==> config.mk <==
export PLATFORM = sky130hd
export DESIGN_NAME = sha1_stream_hasher_core
export DESIGN_NICKNAME = d
export VERILOG_FILES = /design/src/hw/rtl/sha1sh_pkg.sv /design/src/hw/rtl/sha1_stream_hasher_core.sv /design/src/hw/rtl/sha1sh_front.sv /design/src/hw/rtl/sha1sh_fifo.sv /design/src/hw/rtl/sha1sh_back.sv
export SDC_FILE = /design/constraint.sdc
export NUM_CORES = 2
export LEC_CHECK = 0
export ABC_AREA = 1
export BUFFER_PORTS_ARGS = -buffer_cell sky130_fd_sc_hd__buf_4
export CORE_MARGIN = 1
export CORE_UTILIZATION = 34
export DETAILED_ROUTE_END_ITERATION = 6
export SLEW_MARGIN = 20
export SYNTH_ARGS = -nofsm -noshare
export SYNTH_HDL_FRONTEND = slang
export SYNTH_SLANG_ARGS = --single-unit
==> constraint.sdc <==
create_clock -name aclk -period 21.5 [get_ports aclk]
set_input_delay 2.15 -clock aclk [delete_from_list [all_inputs] [get_ports aclk]]
set_output_delay 2.15 -clock aclk [all_outputs]
set_load 0.02 [all_outputs]
==> src/hw/rtl/sha1sh_pkg.sv <==
package sha1sh_pkg;

    localparam int S_TDATA_W   = 40;
    localparam int M_TDATA_W   = 160;
    localparam int QUEUE_DEPTH = 4;

    localparam logic [31:0] H_INIT [0:4] = '{
        32'h67452301, 32'hEFCDAB89, 32'h98BADCFE, 32'h10325476, 32'hC3D2E1F0
    };

    localparam logic [31:0] K_ROUND0 = 32'h5A827999;
    localparam logic [31:0] K_ROUND1 = 32'h6ED9EBA1;
    localparam logic [31:0] K_ROUND2 = 32'h8F1BBCDC;
    localparam logic [31:0] K_ROUND3 = 32'hCA62C1D6;

    localparam logic [6:0] ROUND_PHASE1 = 7'd20;
    localparam logic [6:0] ROUND_PHASE2 = 7'd40;
    localparam logic [6:0] ROUND_PHASE3 = 7'd60;
    localparam logic [6:0] LAST_ROUND   = 7'd79;

    localparam logic [31:0] PAD_MARK = 32'h80000000;
    localparam logic [3:0]  LEN_SLOT = 4'd14;
    localparam logic [2:0]  FULL_WORD_BYTES = 3'd4;

    // One word headed for the block buffer; closes marks the length word
    // that ends a message.
    typedef struct packed {
        logic [31:0] word;
        logic        closes;
    } cmd_t;

    function automatic logic [31:0] mix_fn(input logic [6:0] t, input logic [31:0] b,
                                           input logic [31:0] c, input logic [31:0] d);
        logic [31:0] f;
        if (t < ROUND_PHASE1) begin
            f = (b & c) | (~b & d);
        end else if (t < ROUND_PHASE2) begin
            f = b ^ c ^ d;
        end else if (t < ROUND_PHASE3) begin
            f = (b & c) | (b & d) | (c & d);
        end else begin
            f = b ^ c ^ d;
        end
        return f;
    endfunction

    function automatic logic [31:0] round_k(input logic [6:0] t);
        logic [31:0] k;
        if (t < ROUND_PHASE1) begin
            k = K_ROUND0;
        end else if (t < ROUND_PHASE2) begin
            k = K_ROUND1;
        end else if (t < ROUND_PHASE3) begin
            k = K_ROUND2;
        end else begin
            k = K_ROUND3;
        end
        return k;
    endfunction

    // Keeps the leading nbytes bytes of a short last word and appends the pad marker.
    function automatic logic [31:0] trim_word(input logic [31:0] data, input logic [1:0] nbytes);
        logic [31:0] w;
        unique case (nbytes)
            2'd0: w = 32'h80000000;
            2'd1: w = {data[31:24], 24'h800000};
            2'd2: w = {data[31:16], 16'h8000};
            2'd3: w = {data[31:8], 8'h80};
            default: w = 32'h80000000;
        endcase
        return w;
    endfunction

endpackage

==> src/hw/rtl/sha1_stream_hasher_core.sv <==
// SHA-1 hasher for a stream of big-endian 32-bit message words. The front end
// takes one word per cycle into a short word queue while the queue has room
// and no padding is pending, adding the 0x80 marker, zero fill and the 64-bit
// bit length after the word flagged with s_tlast; a last word carries 0 to 4
// valid leading bytes (larger counts act as 4), and earlier words are always
// taken as four bytes. The back end loads one queued word per cycle, when the
// queue is not empty, into a 16-word schedule window, runs the 80 rounds of a
// block at one round per cycle and adds the result into the chaining value,
// taking no new word until that add is done; the input stalls whenever the
// queue is full. The padding after a last word adds two to eighteen queued
// words, so a message ends with one or two extra compressions before the
// digest H0..H4 appears as a single request on the m_ side, then a new message.
module sha1_stream_hasher_core #(
    parameter int QUEUE_DEPTH = sha1sh_pkg::QUEUE_DEPTH
) (
    input  logic                             aclk,
    input  logic                             aresetn,
    input  logic                             s_tvalid,
    output logic                             s_tready,
    // s_tdata: data_word [31:0], bytes_valid [34:32], zero [39:35]
    input  logic [sha1sh_pkg::S_TDATA_W-1:0] s_tdata,
    input  logic                             s_tlast,
    output logic                             m_tvalid,
    input  logic                             m_tready,
    // m_tdata: digest_h0 [31:0], digest_h1 [63:32], digest_h2 [95:64],
    //          digest_h3 [127:96], digest_h4 [159:128]
    output logic [sha1sh_pkg::M_TDATA_W-1:0] m_tdata
);
    import sha1sh_pkg::*;

    logic push_valid;
    logic push_ready;
    cmd_t push_cmd;
    logic pop_valid;
    logic pop_ready;
    cmd_t pop_cmd;

    sha1sh_front u_front (
        .aclk       (aclk),
        .aresetn    (aresetn),
        .s_tvalid   (s_tvalid),
        .s_tready   (s_tready),
        .s_tdata    (s_tdata),
        .s_tlast    (s_tlast),
        .push_valid (push_valid),
        .push_ready (push_ready),
        .push_cmd   (push_cmd)
    );

    sha1sh_fifo #(
        .DEPTH (QUEUE_DEPTH)
    ) u_fifo (
        .aclk     (aclk),
        .aresetn  (aresetn),
        .wr_valid (push_valid),
        .wr_ready (push_ready),
        .wr_cmd   (push_cmd),
        .rd_valid (pop_valid),
        .rd_ready (pop_ready),
        .rd_cmd   (pop_cmd)
    );

    sha1sh_back u_back (
        .aclk      (aclk),
        .aresetn   (aresetn),
        .cmd_valid (pop_valid),
        .cmd_ready (pop_ready),
        .cmd       (pop_cmd),
        .m_tvalid  (m_tvalid),
        .m_tready  (m_tready),
        .m_tdata   (m_tdata)
    );

endmodule

==> src/hw/rtl/sha1sh_front.sv <==
module sha1sh_front (
    input  logic                             aclk,
    input  logic                             aresetn,
    input  logic                             s_tvalid,
    output logic                             s_tready,
    input  logic [sha1sh_pkg::S_TDATA_W-1:0] s_tdata,
    input  logic                             s_tlast,
    output logic                             push_valid,
    input  logic                             push_ready,
    output sha1sh_pkg::cmd_t                 push_cmd
);
    import sha1sh_pkg::*;

    typedef enum logic [2:0] {
        F_TAKE,
        F_MARK,
        F_ZERO,
        F_LEN_HI,
        F_LEN_LO
    } front_state_t;

    front_state_t state_reg;
    logic [63:0]  bitlen_reg;
    logic [3:0]   idx_reg;

    logic [2:0]   bytes_in;
    logic [2:0]   nbytes;
    logic         push_fire;
    logic         take_fire;

    always_comb begin
        bytes_in = s_tdata[34:32];
        // Counts above four saturate, and a word that is not last is always full.
        if (!s_tlast || bytes_in > FULL_WORD_BYTES) begin
            nbytes = FULL_WORD_BYTES;
        end else begin
            nbytes = bytes_in;
        end
    end

    always_comb begin
        push_valid      = 1'b0;
        push_cmd.word   = '0;
        push_cmd.closes = 1'b0;
        unique case (state_reg)
            F_TAKE: begin
                push_valid = s_tvalid;
                if (s_tlast && nbytes != FULL_WORD_BYTES) begin
                    push_cmd.word = trim_word(s_tdata[31:0], nbytes[1:0]);
                end else begin
                    push_cmd.word = s_tdata[31:0];
                end
            end
            F_MARK: begin
                push_valid    = 1'b1;
                push_cmd.word = PAD_MARK;
            end
            F_ZERO: begin
                push_valid = (idx_reg != LEN_SLOT);
            end
            F_LEN_HI: begin
                push_valid    = 1'b1;
                push_cmd.word = bitlen_reg[63:32];
            end
            F_LEN_LO: begin
                push_valid      = 1'b1;
                push_cmd.word   = bitlen_reg[31:0];
                push_cmd.closes = 1'b1;
            end
            default: begin
                push_valid = 1'b0;
            end
        endcase
    end

    assign s_tready  = (state_reg == F_TAKE) && push_ready;
    assign push_fire = push_valid && push_ready;
    assign take_fire = s_tvalid && s_tready;

    always_ff @(posedge aclk) begin
        if (!aresetn) begin
            state_reg  <= F_TAKE;
            bitlen_reg <= '0;
            idx_reg    <= '0;
        end else begin
            if (push_fire) begin
                idx_reg <= idx_reg + 4'd1;
            end
            unique case (state_reg)
                F_TAKE: begin
                    if (take_fire) begin
                        bitlen_reg <= bitlen_reg + {58'd0, nbytes, 3'b000};
                        if (s_tlast) begin
                            state_reg <= (nbytes == FULL_WORD_BYTES) ? F_MARK : F_ZERO;
                        end
                    end
                end
                F_MARK: begin
                    if (push_ready) begin
                        state_reg <= F_ZERO;
                    end
                end
                F_ZERO: begin
                    if (idx_reg == LEN_SLOT) begin
                        state_reg <= F_LEN_HI;
                    end
                end
                F_LEN_HI: begin
                    if (push_ready) begin
                        state_reg <= F_LEN_LO;
                    end
                end
                F_LEN_LO: begin
                    if (push_ready) begin
                        state_reg  <= F_TAKE;
                        bitlen_reg <= '0;
                    end
                end
                default: begin
                    state_reg <= F_TAKE;
                end
            endcase
        end
    end

endmodule

==> src/hw/rtl/sha1sh_fifo.sv <==
module sha1sh_fifo #(
    parameter int DEPTH = sha1sh_pkg::QUEUE_DEPTH
) (
    input  logic             aclk,
    input  logic             aresetn,
    input  logic             wr_valid,
    output logic             wr_ready,
    input  sha1sh_pkg::cmd_t wr_cmd,
    output logic             rd_valid,
    input  logic             rd_ready,
    output sha1sh_pkg::cmd_t rd_cmd
);
    import sha1sh_pkg::*;

    localparam int AW = (DEPTH > 1) ? $clog2(DEPTH) : 1;
    localparam logic [AW-1:0] LAST_PTR = AW'(DEPTH - 1);

    cmd_t          mem [DEPTH];
    logic [AW-1:0] wr_ptr_reg;
    logic [AW-1:0] rd_ptr_reg;
    logic [AW:0]   count_reg;
    logic          wr_fire;
    logic          rd_fire;

    assign wr_ready = (count_reg != (AW + 1)'(DEPTH));
    assign rd_valid = (count_reg != '0);
    assign rd_cmd   = mem[rd_ptr_reg];
    assign wr_fire  = wr_valid && wr_ready;
    assign rd_fire  = rd_valid && rd_ready;

    always_ff @(posedge aclk) begin
        if (wr_fire) begin
            mem[wr_ptr_reg] <= wr_cmd;
        end
    end

    always_ff @(posedge aclk) begin
        if (!aresetn) begin
            wr_ptr_reg <= '0;
            rd_ptr_reg <= '0;
            count_reg  <= '0;
        end else begin
            if (wr_fire) begin
                wr_ptr_reg <= (wr_ptr_reg == LAST_PTR) ? '0 : wr_ptr_reg + 1'b1;
            end
            if (rd_fire) begin
                rd_ptr_reg <= (rd_ptr_reg == LAST_PTR) ? '0 : rd_ptr_reg + 1'b1;
            end
            if (wr_fire && !rd_fire) begin
                count_reg <= count_reg + 1'b1;
            end else if (rd_fire && !wr_fire) begin
                count_reg <= count_reg - 1'b1;
            end
        end
    end

endmodule

==> src/hw/rtl/sha1sh_back.sv <==
module sha1sh_back (
    input  logic                             aclk,
    input  logic                             aresetn,
    input  logic                             cmd_valid,
    output logic                             cmd_ready,
    input  sha1sh_pkg::cmd_t                 cmd,
    output logic                             m_tvalid,
    input  logic                             m_tready,
    output logic [sha1sh_pkg::M_TDATA_W-1:0] m_tdata
);
    import sha1sh_pkg::*;

    typedef enum logic [1:0] {
        B_LOAD,
        B_ROUND,
        B_ADD,
        B_EMIT
    } back_state_t;

    back_state_t state_reg;
    logic [3:0]  wcnt_reg;
    logic [6:0]  round_reg;
    logic        closes_reg;
    logic [31:0] vars_reg  [5];
    logic [31:0] chain_reg [5];
    logic [31:0] sched_reg [16];
    logic                 m_tvalid_reg;
    logic [M_TDATA_W-1:0] m_tdata_reg;

    logic [31:0] sched_xor;
    logic [31:0] w_next;
    logic [31:0] a_next;
    logic        load_fire;
    logic        out_free;

    assign cmd_ready = (state_reg == B_LOAD);
    assign load_fire = cmd_valid && cmd_ready;
    assign out_free  = !m_tvalid_reg || m_tready;
    assign m_tvalid  = m_tvalid_reg;
    assign m_tdata   = m_tdata_reg;

    // The schedule window holds W[t..t+15] at round t, so the next word
    // always comes from the same four taps.
    always_comb begin
        sched_xor = sched_reg[13] ^ sched_reg[8] ^ sched_reg[2] ^ sched_reg[0];
        w_next    = {sched_xor[30:0], sched_xor[31]};
        a_next    = {vars_reg[0][26:0], vars_reg[0][31:27]}
                  + mix_fn(round_reg, vars_reg[1], vars_reg[2], vars_reg[3])
                  + vars_reg[4] + sched_reg[0] + round_k(round_reg);
    end

    always_ff @(posedge aclk) begin
        if (load_fire || state_reg == B_ROUND) begin
            for (int i = 0; i < 15; i++) begin
                sched_reg[i] <= sched_reg[i+1];
            end
            sched_reg[15] <= load_fire ? cmd.word : w_next;
        end
    end

    always_ff @(posedge aclk) begin
        if (!aresetn) begin
            state_reg    <= B_LOAD;
            wcnt_reg     <= '0;
            round_reg    <= '0;
            closes_reg   <= 1'b0;
            m_tvalid_reg <= 1'b0;
            for (int i = 0; i < 5; i++) begin
                vars_reg[i]  <= '0;
                chain_reg[i] <= H_INIT[i];
            end
        end else begin
            // In the emit state the valid flag is set below instead.
            if (m_tvalid_reg && m_tready && state_reg != B_EMIT) begin
                m_tvalid_reg <= 1'b0;
            end
            unique case (state_reg)
                B_LOAD: begin
                    if (load_fire) begin
                        wcnt_reg <= wcnt_reg + 4'd1;
                        if (wcnt_reg == 4'hF) begin
                            closes_reg <= cmd.closes;
                            round_reg  <= '0;
                            state_reg  <= B_ROUND;
                            for (int i = 0; i < 5; i++) begin
                                vars_reg[i] <= chain_reg[i];
                            end
                        end
                    end
                end
                B_ROUND: begin
                    vars_reg[0] <= a_next;
                    vars_reg[1] <= vars_reg[0];
                    vars_reg[2] <= {vars_reg[1][1:0], vars_reg[1][31:2]};
                    vars_reg[3] <= vars_reg[2];
                    vars_reg[4] <= vars_reg[3];
                    round_reg   <= round_reg + 7'd1;
                    if (round_reg == LAST_ROUND) begin
                        state_reg <= B_ADD;
                    end
                end
                B_ADD: begin
                    round_reg <= '0;
                    for (int i = 0; i < 5; i++) begin
                        chain_reg[i] <= chain_reg[i] + vars_reg[i];
                    end
                    state_reg <= closes_reg ? B_EMIT : B_LOAD;
                end
                B_EMIT: begin
                    if (out_free) begin
                        m_tvalid_reg <= 1'b1;
                        m_tdata_reg  <= {chain_reg[4], chain_reg[3], chain_reg[2],
                                         chain_reg[1], chain_reg[0]};
                        for (int i = 0; i < 5; i++) begin
                            chain_reg[i] <= H_INIT[i];
                        end
                        state_reg <= B_LOAD;
                    end
                end
                default: begin
                    state_reg <= B_LOAD;
                end
            endcase
        end
    end

endmodule

==> impl_results.rst <==
.. list-table::
   :header-rows: 1

   * - Metric
     - Value
   * - Status
     - finished, final reports clean
   * - Number of antenna violations at the first check in global routing
     - 1
   * - Final Hold Violating Endpoints
     - 0
   * - Latest clock arrival within the worst-skew pair
     - 0.80 ns
   * - # nets final
     - 6149
   * - All-Layer GR Usage
     - 19.9%
   * - Synthesized flop and latch total
     - 1216
   * - Vert. Die Dim
     - 422 µm
   * - Proportion of register bits with asynchronous set or reset after synthesis
     - 0%
   * - Worst slew pin tran
     - 1.09 ns
   * - Count of yosys warnings during synthesis
     - 0
   * - Design internal power
     - 6.44 mW
   * - Combined area of all synthesized cells
     - 59900 µm²
   * - Bufs on Longest Clock Path
     - 3
   * - P_sw
     - 4.53 mW
   * - Number of design rule violations left after detail routing
     - 0
   * - Clock transition at path regs
     - 0.06 ns
   * - Largest fanout on the critical path
     - 37
   * - Pin count of the biggest net entering global routing
     - 98
   * - Worst min-delay path class
     - flop to flop
   * - Most used flip-flop cell after synthesis
     - sky130_fd_sc_hd__edfxtp_1
   * - Initial core utilization
     - 34.3%
   * - Worst clock skew
     - 0.0433 ns
   * - Placeable core region
     - 174000 µm²
   * - Final total negative setup slack
     - 0 ns
   * - Area growth syn-to-layout
     - 14.6%
   * - Synthesized Nets
     - 5876
   * - Area after detailed placement
     - 64100 µm²
   * - Post-DP HPWL
     - 136000 µm
   * - Cell Rows
     - 153
   * - First-pass DRT Iterations
     - 5
   * - Power after layout
     - 11.0 mW
   * - Chip Width
     - 422 µm
   * - Placed cell count
     - 7931
   * - Io pins
     - 207
   * - Number of levels the H-tree was split into
     - 4
   * - Clock share of power
     - 21.2%
   * - Crit path DAT
     - 6.45 ns
   * - Largest register FFs
     - 512
   * - Maxcap violations
     - 0
   * - Data required time at the worst endpoint
     - 22.02 ns
   * - DRT antenna net count
     - 0
   * - Layout cell share with drive strength beyond 1
     - 9.02%
   * - Register share of total power
     - 39.4%
   * - Area enclosed by the die boundary
     - 178000 µm²
   * - Clock buffers created by TritonCTS
     - 137
   * - First-pass GRT wire length
     - 262000 µm
   * - Normalized max-slew margin
     - 27.2%
   * - Max-slew violations
     - 0
   * - Sequential area share after synthesis
     - 59.4%
   * - Total of hold buffers inserted after clock tree synthesis
     - 0
   * - Leak Pwr
     - 25.9 nW
   * - Post-route non-filler standard cell count
     - 8179
   * - Share of the clock period used by the worst path
     - 27.6%
   * - Via-per-instance ratio
     - 5.11
   * - Max IR drop VDD
     - 0.138 mV
   * - GR Overflow Total
     - 0
   * - Crit start category
     - flop
   * - Synth Instances
     - 5472
   * - Total power per unit cell area
     - 160 nW/µm²
   * - TritonCTS clock tree
     - yes
   * - Vias in the first global route
     - 40200
   * - Minimum clock period
     - 5.94 ns
   * - Final Routed Wirelength
     - 180000 µm
   * - Buffer type at the clock tree root
     - sky130_fd_sc_hd__clkbuf_16
   * - EDFF count, synth
     - 1124
   * - 1st-iter DRT viols
     - 3662
   * - Unique masters post-synth
     - 62
   * - Total number of vias
     - 41800
   * - Average wire per standard cell
     - 22.0 µm
   * - Post-Syn Area per Cell
     - 10.9 µm²
   * - Count of port buffers added during placement
     - 201
   * - Fraction of power consumed by combinational cells
     - 39.4%
   * - Max Freq
     - 168 MHz
   * - Switching share of total power
     - 41.3%
   * - Number of buffers inserted by post-CTS setup repair
     - 0
   * - RSZ-0062 raised after global routing
     - false
   * - Final Wtd Congestion
     - 0.967
   * - Final setup violation count
     - 0
   * - Critical setup path kind
     - flop to flop
   * - Number of gates resized after cts
     - 0
   * - CTS sink cnt
     - 1216
   * - Category of the worst setup path capture point
     - flop
   * - Area of all placed cells without fillers
     - 68600 µm²
## synth_stat cells, types with 9 or more instances
cell type,n,share of area [%]
sky130_fd_sc_hd__edfxtp_1,1124,56
sky130_fd_sc_hd__nand2_1,933,5.8
sky130_fd_sc_hd__inv_1,611,3.8
sky130_fd_sc_hd__nor2_1,491,3.1
sky130_fd_sc_hd__a21oi_1,395,3.3
sky130_fd_sc_hd__o21ai_0,322,2.7
sky130_fd_sc_hd__nand3_1,244,2.0
sky130_fd_sc_hd__ha_1,233,4.9
sky130_fd_sc_hd__fa_1,126,4.2
sky130_fd_sc_hd__xnor2_1,94,1.4
sky130_fd_sc_hd__a22o_1,92,1.3
sky130_fd_sc_hd__dfxtp_1,92,3.1
sky130_fd_sc_hd__nand4_1,87,0.91
sky130_fd_sc_hd__nor3_1,87,0.73
sky130_fd_sc_hd__clkbuf_1,57,0.36
sky130_fd_sc_hd__o22ai_1,44,0.46
sky130_fd_sc_hd__o21bai_1,39,0.49
sky130_fd_sc_hd__o21a_1,37,0.46
sky130_fd_sc_hd__o221ai_1,30,0.44
sky130_fd_sc_hd__a21o_1,29,0.36
sky130_fd_sc_hd__xor2_1,24,0.35
sky130_fd_sc_hd__o21ai_1,23,0.19
sky130_fd_sc_hd__buf_2,22,0.18
sky130_fd_sc_hd__o211ai_1,22,0.28
sky130_fd_sc_hd__or2_2,20,0.21
sky130_fd_sc_hd__a21boi_0,18,0.23
sky130_fd_sc_hd__a32o_1,17,0.28
sky130_fd_sc_hd__inv_2,17,0.11
sky130_fd_sc_hd__a31oi_1,12,0.13
sky130_fd_sc_hd__buf_6,11,0.21
sky130_fd_sc_hd__nand3b_1,10,0.13
sky130_fd_sc_hd__nor4_1,10,0.10
sky130_fd_sc_hd__buf_1,9,0.056
sky130_fd_sc_hd__buf_4,9,0.11
## cell type report
class	count	area (µm²)
antenna	2	5.00
timing repair buffer	242	1830
clock buffer	174	3600
tap	2325	2910
sequential	1216	35600
fill	16900	106000
clock inverter	72	876
multi-input combinational	3519	21400
inverter	629	2360
## path summary, 6_finish.rpt
check | start | endpoint | slack (ns) | cells after the start
max | u_back.round_reg[3]$_SDFFE_PN0P_ | u_back.vars_reg[0][25]$_DFFE_PP_ | 15.56 | 25
min | u_back.sched_reg[2][96]$_DFFE_PP_ | u_back.sched_reg[2][64]$_DFFE_PP_ | 0.40 | 0
max reg2reg | u_back.round_reg[3]$_SDFFE_PN0P_ | u_back.vars_reg[0][25]$_DFFE_PP_ | 15.56 | 25
min reg2reg | u_back.sched_reg[2][96]$_DFFE_PP_ | u_back.sched_reg[2][64]$_DFFE_PP_ | 0.40 | 0
## kinds of logic (layout without fill, tap and decap cells)
logic type | after synthesis | count (layout) | share of synthesized area [%]
AO/OA/AOI/OAI | 1100 | 1100 | 11.0
XOR/XNOR | 118 | 118 | 1.73
adder cells (fa/ha/maj) | 359 | 359 | 9.08
buffers and inverters | 737 | 1117 | 4.86
flip-flops | 1216 | 1216 | 59.4
other | 0 | 2 | 0
AND/OR/NAND/NOR | 1942 | 1942 | 13.9
## layer usage
layer	GRT usage, %	part of all wire [%]	vias to the layer above
li1	-	-	19800
met1	26.0	43	20400
met2	32.7	47	1306
met3	3.01	5.3	303
met4	8.58	4.5	0
met5	0	0	-
## per-stage QoR
stage	setup slack, ns	utilization, %	hold slack [ns]
after floorplan	3.90	-	0.400
after global placement	15.64	36.8	0.401
after detailed placement	15.62	36.8	0.405
after CTS	15.59	39.3	0.394
after global routing	15.19	39.3	0.413
final	15.56	39.3	0.396
## power by group through the flow
stage | clock network [mW] | logic [mW] | registers [mW]
floorplan | 0 | 2.98 | 4.47
global placement | 0 | 4.27 | 4.34
detailed placement | 0 | 4.30 | 4.37
CTS | 2.39 | 4.33 | 4.33
global route | 2.48 | 4.84 | 4.39
finish | 2.33 | 4.32 | 4.32
## worst max-delay path, cell delays in order, from the launching register on
cell and delay, ns:
sky130_fd_sc_hd__dfxtp_1 0.43, sky130_fd_sc_hd__nand2_1 0.12, sky130_fd_sc_hd__inv_1 0.08, sky130_fd_sc_hd__nand2_1 0.10, sky130_fd_sc_hd__nand3_2 0.07, sky130_fd_sc_hd__buf_4 0.44, sky130_fd_sc_hd__nand2_1 0.14, sky130_fd_sc_hd__buf_4 0.30
sky130_fd_sc_hd__o22ai_1 0.17, sky130_fd_sc_hd__a21oi_1 0.09, sky130_fd_sc_hd__fa_1 0.51, sky130_fd_sc_hd__inv_1 0.06, sky130_fd_sc_hd__fa_1 0.52, sky130_fd_sc_hd__fa_1 0.42, sky130_fd_sc_hd__inv_1 0.07, sky130_fd_sc_hd__ha_1 0.20
sky130_fd_sc_hd__inv_1 0.07, sky130_fd_sc_hd__fa_1 0.40, sky130_fd_sc_hd__o21bai_1 0.42, sky130_fd_sc_hd__inv_1 0.14, sky130_fd_sc_hd__o21bai_1 0.37, sky130_fd_sc_hd__nand3_1 0.17, sky130_fd_sc_hd__nand3_1 0.11, sky130_fd_sc_hd__nand2_1 0.05
sky130_fd_sc_hd__nand3_1 0.13, sky130_fd_sc_hd__nand2_1 0.06
## cells in the final DEF, fill, tap and decap left out, drive strengths merged, types with 37 or more instances in the layout
master  count
edfxtp   1124
nand2     942
inv       641
nor2      509
a21oi     397
o21ai     346
nand3     248
buf       242
ha        233
clkbuf    174
fa        126
xnor2      94
nor3       93
a22o       92
dfxtp      92
nand4      87
o22ai      44
clkinv     44
o21bai     39
o21a       37
Note: power is estimated with default switching activity, not from simulation.
